--- src/rtl/core/nhfr_pkg.sv ---
// Shared types and widths for the NRZI HDLC frame receiver core.
`timescale 1ns / 1ps
`default_nettype none

package nhfr_pkg;

   localparam int unsigned DATA_W  = 8;
   localparam int unsigned KIND_W  = 2;
   localparam int unsigned COUNT_W = 10;

   localparam logic [1:0] MODE_HUNT  = 2'd0;
   localparam logic [1:0] MODE_LEAD  = 2'd1;
   localparam logic [1:0] MODE_FRAME = 2'd2;

   localparam logic [KIND_W-1:0] EV_DATA       = 2'd0;
   localparam logic [KIND_W-1:0] EV_END        = 2'd1;
   localparam logic [KIND_W-1:0] EV_ABORT_ONES = 2'd2;
   localparam logic [KIND_W-1:0] EV_ABORT_LONG = 2'd3;

   typedef struct packed {
      logic valid;
      logic flip;
   } nhfr_bit_type;

endpackage

`default_nettype wire

--- src/rtl/core/nhfr_front.sv ---
// Front end: NRZI level compare and queue of decoded line bits.
`timescale 1ns / 1ps
`default_nettype none

module nhfr_front
   import nhfr_pkg::*;
#(
   parameter int unsigned QUEUE_DEPTH = 4
) (
   input  wire logic         clock,
   input  wire logic         reset,
   input  wire logic         req_valid,
   output logic              req_stall,
   input  wire logic         req_line_level,
   output nhfr_bit_type      head,
   input  wire logic         pop
);

   localparam int unsigned PTR_W = (QUEUE_DEPTH > 1) ? $clog2(QUEUE_DEPTH) : 1;
   localparam int unsigned CNT_W = $clog2(QUEUE_DEPTH + 1);

   logic              prev_level_ff, prev_level_in;
   logic [QUEUE_DEPTH-1:0] flip_ff;
   logic [PTR_W-1:0]  wr_ptr_ff, wr_ptr_in;
   logic [PTR_W-1:0]  rd_ptr_ff, rd_ptr_in;
   logic [CNT_W-1:0]  count_ff, count_in;
   logic              push;
   logic              take;

   assign req_stall  = (count_ff == CNT_W'(QUEUE_DEPTH));
   assign push       = req_valid && !req_stall;
   assign take       = pop && (count_ff != '0);
   assign head.valid = (count_ff != '0);
   assign head.flip  = flip_ff[rd_ptr_ff];

   always_comb begin
      prev_level_in = push ? req_line_level : prev_level_ff;
      wr_ptr_in = wr_ptr_ff;
      rd_ptr_in = rd_ptr_ff;
      count_in  = count_ff;
      if (push) begin
         wr_ptr_in = (wr_ptr_ff == PTR_W'(QUEUE_DEPTH - 1)) ? '0 : wr_ptr_ff + 1'b1;
      end
      if (take) begin
         rd_ptr_in = (rd_ptr_ff == PTR_W'(QUEUE_DEPTH - 1)) ? '0 : rd_ptr_ff + 1'b1;
      end
      if (push && !take) begin
         count_in = count_ff + 1'b1;
      end else if (take && !push) begin
         count_in = count_ff - 1'b1;
      end
   end

   always_ff @(posedge clock) begin
      if (reset) begin
         prev_level_ff <= 1'b0;
         wr_ptr_ff     <= '0;
         rd_ptr_ff     <= '0;
         count_ff      <= '0;
      end else begin
         prev_level_ff <= prev_level_in;
         wr_ptr_ff     <= wr_ptr_in;
         rd_ptr_ff     <= rd_ptr_in;
         count_ff      <= count_in;
      end
   end

   // a level change on the line decodes to a 0 bit
   always_ff @(posedge clock) begin
      if (push) begin
         flip_ff[wr_ptr_ff] <= req_line_level ^ prev_level_ff;
      end
   end

endmodule

`default_nettype wire

--- src/rtl/core/nhfr_back.sv ---
// Back end: flag hunt, bit destuffing, byte assembly and event output register.
`timescale 1ns / 1ps
`default_nettype none

module nhfr_back
   import nhfr_pkg::*;
(
   input  wire logic               clock,
   input  wire logic               reset,
   input  wire nhfr_bit_type       head,
   output logic                    pop,
   input  wire logic [COUNT_W-1:0] max_frame_bytes,
   output logic                    rsp_valid,
   input  wire logic               rsp_stall,
   output logic [DATA_W-1:0]       rsp_data_byte,
   output logic [KIND_W-1:0]       rsp_event_kind,
   output logic [COUNT_W-1:0]      rsp_byte_position
);

   localparam logic [DATA_W-1:0] FLAG_BYTE = 8'h7E;

   logic [2:0]          ones_ff, ones_in;
   logic [DATA_W-1:0]   shift_ff, shift_in;
   logic [3:0]          bits_ff, bits_in;
   logic [1:0]          mode_ff, mode_in;
   logic [COUNT_W-1:0]  frame_ff, frame_in;
   logic                flag_ff, flag_in;

   logic                out_valid_ff, out_valid_in;
   logic [DATA_W-1:0]   out_data_ff;
   logic [KIND_W-1:0]   out_kind_ff;
   logic [COUNT_W-1:0]  out_pos_ff;

   logic                res;
   logic [DATA_W-1:0]   res_data;
   logic [KIND_W-1:0]   res_kind;
   logic [COUNT_W-1:0]  res_pos;
   logic                emit;
   logic                abort7;
   logic                run;

   assign pop = !out_valid_ff || !rsp_stall;
   assign run = head.valid && pop;

   always_comb begin
      ones_in  = ones_ff;
      shift_in = shift_ff;
      bits_in  = bits_ff;
      mode_in  = mode_ff;
      frame_in = frame_ff;
      flag_in  = flag_ff;
      res      = 1'b0;
      res_data = '0;
      res_kind = EV_DATA;
      res_pos  = frame_ff;
      emit     = 1'b0;
      abort7   = 1'b0;

      if (!(mode_ff inside {MODE_LEAD, MODE_FRAME})) begin
         mode_in = MODE_HUNT;
         if (head.flip) begin
            if (ones_ff == 3'd6) begin
               mode_in  = MODE_LEAD;
               frame_in = '0;
               shift_in = '0;
               bits_in  = '0;
               flag_in  = 1'b0;
            end
            ones_in = '0;
         end else if (ones_ff != 3'd7) begin
            ones_in = ones_ff + 1'b1;
         end
      end else begin
         if (head.flip) begin
            // a zero after five ones is stuffing
            if (ones_ff != 3'd5) begin
               if (ones_ff == 3'd6) begin
                  flag_in = 1'b1;
               end
               shift_in = {1'b0, shift_ff[DATA_W-1:1]};
               bits_in  = bits_ff + 1'b1;
            end
            ones_in = '0;
         end else begin
            shift_in = {1'b1, shift_ff[DATA_W-1:1]};
            if (ones_ff >= 3'd6) begin
               ones_in  = 3'd7;
               abort7   = 1'b1;
               mode_in  = MODE_HUNT;
               frame_in = '0;
               if (mode_ff == MODE_FRAME) begin
                  res      = 1'b1;
                  res_kind = EV_ABORT_ONES;
               end
            end else begin
               ones_in = ones_ff + 1'b1;
               bits_in = bits_ff + 1'b1;
            end
         end

         if (!abort7 && bits_in[3]) begin
            if (mode_ff == MODE_LEAD) begin
               bits_in = '0;
               flag_in = 1'b0;
               emit    = (shift_in != FLAG_BYTE);
            end else if (flag_in) begin
               res      = 1'b1;
               res_kind = EV_END;
               mode_in  = MODE_LEAD;
               frame_in = '0;
               bits_in  = '0;
               flag_in  = 1'b0;
            end else begin
               bits_in = '0;
               flag_in = 1'b0;
               emit    = 1'b1;
            end
         end

         if (emit) begin
            res = 1'b1;
            if (frame_ff >= max_frame_bytes) begin
               res_kind = EV_ABORT_LONG;
               mode_in  = MODE_HUNT;
               frame_in = '0;
            end else begin
               res_kind = EV_DATA;
               res_data = shift_in;
               frame_in = frame_ff + 1'b1;
               mode_in  = MODE_FRAME;
            end
         end
      end
   end

   always_comb begin
      out_valid_in = out_valid_ff;
      if (run) begin
         out_valid_in = res;
      end else if (out_valid_ff && !rsp_stall) begin
         out_valid_in = 1'b0;
      end
   end

   always_ff @(posedge clock) begin
      if (reset) begin
         ones_ff      <= '0;
         shift_ff     <= '0;
         bits_ff      <= '0;
         mode_ff      <= MODE_HUNT;
         frame_ff     <= '0;
         flag_ff      <= 1'b0;
         out_valid_ff <= 1'b0;
      end else begin
         out_valid_ff <= out_valid_in;
         if (run) begin
            ones_ff  <= ones_in;
            shift_ff <= shift_in;
            bits_ff  <= bits_in;
            mode_ff  <= mode_in;
            frame_ff <= frame_in;
            flag_ff  <= flag_in;
         end
      end
   end

   always_ff @(posedge clock) begin
      if (run && res) begin
         out_data_ff <= res_data;
         out_kind_ff <= res_kind;
         out_pos_ff  <= res_pos;
      end
   end

   assign rsp_valid         = out_valid_ff;
   assign rsp_data_byte     = out_data_ff;
   assign rsp_event_kind    = out_kind_ff;
   assign rsp_byte_position = out_pos_ff;

endmodule

`default_nettype wire

--- src/rtl/core/nrzi_hdlc_frame_receiver_core.sv ---
// With the bit queue empty, an accepted line bit passes through the bit queue and then the
// event output register before its event is on rsp_.
// Throughput: one line bit per cycle unless rsp_stall holds the output, set by the back-end decode.
// The bit queue (QUEUE_DEPTH beats) absorbs output stalls; req_stall rises when it is full.
// Synchronous active-high reset clears the control state, empties the queue and loads the
// frame length limit with 271; it is ready for bits on the next cycle.
`timescale 1ns / 1ps
`default_nettype none

module nrzi_hdlc_frame_receiver_core
   import nhfr_pkg::*;
#(
   parameter int unsigned QUEUE_DEPTH = 4
) (
   input  wire logic               clock,
   input  wire logic               reset,
   input  wire logic               req_valid,
   output logic                    req_stall,
   input  wire logic               req_line_level,
   output logic                    rsp_valid,
   input  wire logic               rsp_stall,
   output logic [DATA_W-1:0]       rsp_data_byte,
   output logic [KIND_W-1:0]       rsp_event_kind,
   output logic [COUNT_W-1:0]      rsp_byte_position,
   input  wire logic               csr_valid,
   output logic                    csr_ready,
   input  wire logic [COUNT_W-1:0] csr_max_frame_bytes
);

   logic [COUNT_W-1:0] max_frame_ff;
   nhfr_bit_type       head;
   logic               pop;

   assign csr_ready = 1'b1;

   always_ff @(posedge clock) begin
      if (reset) begin
         max_frame_ff <= 10'd271;
      end else if (csr_valid && csr_ready) begin
         max_frame_ff <= csr_max_frame_bytes;
      end
   end

   nhfr_front #(
      .QUEUE_DEPTH (QUEUE_DEPTH)
   ) u_front (
      .clock          (clock),
      .reset          (reset),
      .req_valid      (req_valid),
      .req_stall      (req_stall),
      .req_line_level (req_line_level),
      .head           (head),
      .pop            (pop)
   );

   nhfr_back u_back (
      .clock             (clock),
      .reset             (reset),
      .head              (head),
      .pop               (pop),
      .max_frame_bytes   (max_frame_ff),
      .rsp_valid         (rsp_valid),
      .rsp_stall         (rsp_stall),
      .rsp_data_byte     (rsp_data_byte),
      .rsp_event_kind    (rsp_event_kind),
      .rsp_byte_position (rsp_byte_position)
   );

endmodule

`default_nettype wire

--- config.mk ---
export PLATFORM = sky130hd
export DESIGN_NAME = nrzi_hdlc_frame_receiver_core
export DESIGN_NICKNAME = d
export VERILOG_FILES = /design/src/rtl/core/nhfr_pkg.sv /design/src/rtl/core/nhfr_front.sv /design/src/rtl/core/nhfr_back.sv /design/src/rtl/core/nrzi_hdlc_frame_receiver_core.sv
export SDC_FILE = /design/constraint.sdc
export NUM_CORES = 1
export LEC_CHECK = 0
export BUFFER_PORTS_ARGS = -buffer_cell sky130_fd_sc_hd__buf_2
export CAP_MARGIN = 20
export CORE_MARGIN = 5
export CORE_UTILIZATION = 30
export DETAILED_ROUTE_END_ITERATION = 10
export GPL_TIMING_DRIVEN = 0
export PLACE_DENSITY = 0.44
export REMOVE_ABC_BUFFERS = 1
export SKIP_CTS_REPAIR_TIMING = 1
export SLEW_MARGIN = 20
export SYNTH_ARGS = -nofsm -noshare
export SYNTH_HDL_FRONTEND = slang
export SYNTH_SLANG_ARGS = --single-unit
--- constraint.sdc ---
create_clock -name clock -period 6 [get_ports clock]
set_input_delay 1.2 -clock clock [delete_from_list [all_inputs] [get_ports clock]]
set_output_delay 1.2 -clock clock [all_outputs]
set_load 0.02 [all_outputs]
==> results of run 1 <==
worst max-delay path, cell delays in order:
cell and delay [ns]:
buf_2 0.10, nand2_1 0.06, o31a_1 0.30, inv_1 0.22, a21oi_1 0.68, o311ai_0 0.50
or4_1 0.58, a21oi_1 0.14
through the flow:
step	utilization [%]	instance area, um2
after global placement	32.77	3904
after CTS	35.50	4229
after detailed placement	32.87	3915
final	35.50	4229
after global routing	35.50	4229
after floorplan	-	3535
area by class of cell:
type / count / share of cell area, %
clock inverters: 6 / 2.012
clock buffers: 10 / 5.414
flip-flops and latches: 71 / 39.29
multi-input cells: 267 / 42.34
inverters: 25 / 2.219
repair buffers: 37 / 4.379
well taps: 147 / 4.349
flip-flops by register name, summed over array words and instances, names as in the netlist:
signal and count:
max_frame_ff 10, u_back.frame_ff 10, u_back.rsp_byte_position 10, u_back.rsp_data_byte 8
u_back.shift_ff 8, u_back.bits_ff 4, u_front.flip_ff 4, u_back.ones_ff 3
u_front.count_ff 3, u_back.mode_ff 2, u_back.rsp_event_kind 2, u_front.rd_ptr_ff 2
u_front.wr_ptr_ff 2, u_back.flag_ff 1, u_back.rsp_valid 1, u_front.prev_level_ff 1
Yosys cell counts, types with 2 or more instances:
| library cell | count | area (um2) |
|---|---|---|
| nor3b_1 | 4 | 30.03 |
| xor2_1 | 4 | 35.03 |
| inv_1 | 24 | 90.09 |
| nor2_1 | 42 | 157.7 |
| dfxtp_1 | 47 | 940.9 |
| a22oi_1 | 7 | 52.55 |
| a31oi_1 | 4 | 25.02 |
| nand2b_1 | 3 | 18.77 |
| a211o_1 | 2 | 17.52 |
| ha_1 | 24 | 300.3 |
| nor3_1 | 5 | 25.02 |
| or3_1 | 2 | 12.51 |
| nand3_1 | 11 | 55.05 |
| a22o_1 | 5 | 43.79 |
| o22ai_1 | 4 | 25.02 |
| nand3b_1 | 2 | 15.01 |
| nor2b_1 | 5 | 31.28 |
| o211ai_1 | 6 | 45.04 |
| a21oi_1 | 28 | 140.1 |
| or2_2 | 2 | 12.51 |
| clkbuf_1 | 12 | 45.04 |
| nand4_1 | 2 | 12.51 |
| a211oi_1 | 5 | 37.54 |
| mux2i_1 | 18 | 180.2 |
| and3_1 | 5 | 31.28 |
| edfxtp_1 | 24 | 720.7 |
| nand2_1 | 28 | 105.1 |
| o21ai_0 | 16 | 80.08 |
| and2_1 | 6 | 37.54 |
power groups by stage:
stage,sequential [mW],clock [mW],combinational [mW]
after floorplan,0.554,0,0.148
after CTS,0.550,0.583,0.201
after detailed placement,0.561,0,0.198
after global routing,0.554,0.604,0.223
after global placement,0.559,0,0.195
final,0.550,0.564,0.197
logic make-up after synthesis:
logic type	Yosys count	synth area share, %
flip-flops	71	46.06
multiplexers	20	5.931
other	1	0.1040
adder cells (fa/ha/maj)	25	8.880
buffers and inverters	41	4.613
AO/OA/AOI/OAI	92	16.37
XOR/XNOR	5	1.214
AND/OR/NAND/NOR	124	16.82
worst paths after layout:
kind | end | slack [ns] | cells past startpoint
worst max-delay path | u_back.bits_ff[2] | 2.47 | 8
worst min-delay path | u_back.mode_ff[0] | 0.48 | 2
worst max register to register | u_back.frame_ff[9] | 2.78 | 7
worst min register to register | u_back.mode_ff[0] | 0.48 | 2
cell usage in the layout (no fill, tap or decap), types with 2 or more instances in the layout:
cell       count
dfxtp_1       47
nor2_1        42
buf_2         37
nand2_1       28
a21oi_1       27
inv_1         24
ha_1          24
edfxtp_1      24
mux2i_1       18
o21ai_0       16
nand3_1       11
clkbuf_16      9
a22oi_1        7
and2_1         6
o211ai_1       6
nor2b_1        5
and3_1         5
a211oi_1       5
nor3_1         5
a22o_1         5
nor3b_1        4
a31oi_1        4
xor2_1         4
o22ai_1        4
nand2b_1       3
nand4_1        2
nand3b_1       2
or3_1          2
clkinv_1       2
or2_2          2
a211o_1        2
bufinv_16      2
per-layer routing:
layer / vias to the layer above / global-route usage, %
li1: 1433 / -
met1: 1318 / 15.53
met2: 35 / 18.93
met3: 9 / 3.440
met4: 0 / 4.653
met5: - / 0
==> flow_summary.ini, run 1 <==
[sta]
setup_tns_ns = 0
grt_setup_unrepaired = false
holdWs_ns = 0.4820
slew_headroom_pct = 37.88
drv_slew = 0
clock.fmax_ghz = 0.2830
finalSetupViolations = 0
worst_pin_slew_ns = 0.9202
fin_skew_ns = 0.007675
hold_viol = 0
finalCritPeriodShare_pct = 58.89
period_needed_ns = 3.533
setup_ws_ns = 2.467

[critical_path]
critical_path_class = primary input to flip-flop
cp_data_required_time_ns = 6.26
crit_fanout = 9
end_kind = flip-flop
arrival_ns = 3.80
timing.rr.start = u_front.rd_ptr_ff[0]
start_kind = primary input
startpoint = rsp_stall

[outcome]
status = finished clean

[clocking]
cts_buffers = 9
clkTransAtPathRegs_ns = 0.06
clkSinkCount = 71
clock_latency_ns = 0.34
cts_buffer_depth = 2
htreeDepth = 3
ctsRootBufferMaster = clkbuf_16
cts_tree = built

[die]
die_h_um = 119.7
num_io_pins = 39
core_um2 = 11910
initial_core_util_pct = 30.28
die_x_um = 119.7
num_rows = 40
die-area_um2 = 14320

[power_and_ir_drop]
p_per_area_nw_per_um2 = 310.0
pwr-share-comb_pct = 15.1
switchingPower_mw = 0.3455
internal_power_mw = 0.9656
p_sw_share_pct = 26.35
leakage_nw = 1.766
clkPwrFrac_pct = 43.0
ir_worst_vdd_mv = 0.1168
finalPower_mw = 1.311
p_seq_share_pct = 42.0

[route]
dr_wl_met2_mm = 3.712
dr_total_vias = 2795
drcViolationCount = 0
highest_layer = met4
wl_met3_um = 296
ant_nets = 0
via_per_inst = 4.964
routed_wl_mm = 8.068
dr.pass1.iters = 4
drt_iter0_markers = 115
wl_per_cell_um = 14.33
wl_met1_mm = 3.930

[job]
drv_cap = 0

[yosys]
ys_types = 61
synthArstFlopShare_pct = 0
synth_ff_type = dfxtp_1
ys_seq_area_share_pct = 46.06
yosysWarnings = 0
synth-edff-count = 24
syn_area_per_cell_um2 = 9.518
synthCells = 379
synth-seq-cells = 71
syn-cell-area_um2 = 3607

[grt]
overflow = 0
grt_pass1_vias = 2728
grt_antenna_before_repair = 0
grtUsageTotal_pct = 11.99
grt_first_pass_wirelength_mm = 13.66
grt_max_degree = 37

[place]
port_buffers = 37
place_ws_ns = 2.092
gp_congestion = 0.7679
place_hpwl_mm = 5.755
dp_cells = 547

[hold_path]
holdCritStartpoint = u_back.mode_ff[0]
min_path_type = flip-flop to flip-flop

[final_layout]
nFillCells = 1268
n_antenna_cell = 0
areaGrowthSynthToFinish_pct = 17.24
multi_input_area_um2 = 1790
drive_gt1_share_pct = 14.18
seq_area_um2 = 1662
stdcell_count = 563
nNetsFinal = 452
(Power assumes the default switching activity.)
==> run 2, diff against run 1 <==
==> constraint.sdc (replaced) <==
create_clock -name clock -period 3.34 [get_ports clock]
set_input_delay 0.668 -clock clock [delete_from_list [all_inputs] [get_ports clock]]
set_output_delay 0.668 -clock clock [all_outputs]
set_load 0.02 [all_outputs]
==> run 2 against run 1 <==
Effect of this change: combinational power increased by 80%; utilization about the same; via count hardly changed; total power rose by 80%; die area did not move; first-iteration DRC count grew 2.6%; cell area grew 0.12%; critical endpoint is now u_back.frame_ff[8]; largest cell class unchanged.
==> flow_summary.ini, run 2 (same netlist as run 1, synthesis figures left out) <==
[outcome]
status = finished clean

[critical_path]
timing.rr.start = u_back.ones_ff[1]
critical_path_class = flip-flop to flip-flop
ff2ff_setup_slack_ns = 0.31
startpoint = u_back.ones_ff[1]
slowest_delay_ns = 0.64
arrival_ns = 3.32
end_kind = flip-flop
crit_fanout = 7
start_kind = flip-flop
critPathSlowestCell = or4b_1
cp_cell_sequence = inv_1, ha_1, nand2_2, mux2_1, or4b_1, and3_1, a311o_1, nor4_2, o22a_1
cp_data_required_time_ns = 3.62

[hold_path]
min_path_type = flip-flop to flip-flop
holdCritStartpoint = u_back.mode_ff[0]

[grt]
overflow = 0
grt_antenna_before_repair = 0
grt_use_met2_pct = 18.93
grtUsageTotal_pct = 11.99
grt.busiest_layer = met2
grt_first_pass_wirelength_mm = 13.66
grt_use_met1_pct = 15.53
met3_usage_pct = 3.440
grt_pass1_vias = 2728
grt_max_degree = 37

[sta]
slew_headroom_pct = 36.20
finalSetupViolations = 0
setup_tns_ns = 0
clock.fmax_ghz = 0.3297
drv_slew = 0
period_needed_ns = 3.033
hold_viol = 0
grt_setup_unrepaired = false
finalCritPeriodShare_pct = 90.82
worst_pin_slew_ns = 0.9450
fin_skew_ns = 0.007410

[final_layout]
nNetsFinal = 452
n_antenna_cell = 0
utilization_pct = 35.55
drive_gt1_share_pct = 14.42
final_cell_area_um2 = 4234
nFillCells = 1268
final_cell_mix = dfxtp_1 (47), nor2_1 (42), buf_2 (37)
areaGrowthSynthToFinish_pct = 17.38
final_common_cell = dfxtp_1

[clocking]
cts_buffers = 9
htreeDepth = 3
ctsRootBufferMaster = clkbuf_16
clkTransAtPathRegs_ns = 0.06
cts_tree = built
clkSinkCount = 71
cts_buffer_depth = 2
clock_latency_ns = 0.34

[die]
initial_core_util_pct = 30.28
die_x_um = 119.7
num_rows = 40
core_um2 = 11910
num_io_pins = 39
die-area_um2 = 14320
die_h_um = 119.7

[power_and_ir_drop]
leakage_nw = 1.766
p_per_area_nw_per_um2 = 556.2
ir_worst_vdd_mv = 0.2100

[route]
wl_per_cell_um = 14.26
ant_nets = 0
routed_wl_mm = 8.026
drt_iter0_markers = 118
dr_total_vias = 2797
dr.pass1.iters = 4
via_per_inst = 4.968
drcViolationCount = 0

[place]
port_buffers = 37
placed_cell_area_um2 = 3915
gp_congestion = 0.7679
place_hpwl_mm = 5.755

[job]
drv_cap = 0
## run 2: final cells by class
cell class,count,area [um2],area share (%)
clock inverters,6,85.08,2.009
clock buffers,10,229.0,5.408
repair buffers,37,185.2,4.374
inverters,25,93.84,2.216
multi-input cells,267,1795,42.41
well taps,147,183.9,4.344
flip-flops and latches,71,1662,39.24
## run 2: metal layers
| layer | share of wire [%] | vias up |
|---|---|---|
| met5 | 0 | - |
| met4 | 1.7 | 0 |
| met3 | 3.3 | 11 |
| met2 | 46 | 33 |
| met1 | 49 | 1319 |
| li1 | - | 1434 |
## run 2: power by group
| group | total, mW | internal, mW | leakage (nW) | switching [mW] |
|---|---|---|---|---|
| Combinational | 0.354 | 0.143 | 0.964 | 0.212 |
| Clock | 1.01 | 0.651 | 0.150 | 0.362 |
| Sequential | 0.988 | 0.941 | 0.652 | 0.0471 |
## run 2: worst paths after layout
check / endpoint / depth (start not counted)
min: u_back.mode_ff[0] / 2
max reg2reg: u_back.frame_ff[8] / 9
min reg2reg: u_back.mode_ff[0] / 2
max: u_back.frame_ff[8] / 9
## run 2: per-stage QoR
step / std cells / setup WS (ns) / hold WS (ns) / power (mW)
final: 563 / 0.3066 / 0.4820 / 2.355
after floorplan: 363 / 0.2389 / 0.4431 / 1.262
after global routing: 563 / 0.04232 / 0.5023 / 2.482
after global placement: 547 / -0.6198 / 0.4618 / 1.356
after detailed placement: 547 / -0.03649 / 0.4776 / 1.364
after CTS: 563 / 0.1038 / 0.4855 / 2.396
## run 2: critical path: cells and delay by family (launching register included)
kind	cells	cell delay, ns
and+or+nand+nor	4	1.33
AOI/OAI and AO/OA	2	0.61
DFF	1	0.40
muxes	1	0.32
adders and majority gates	1	0.26
buffers and inverters	1	0.06
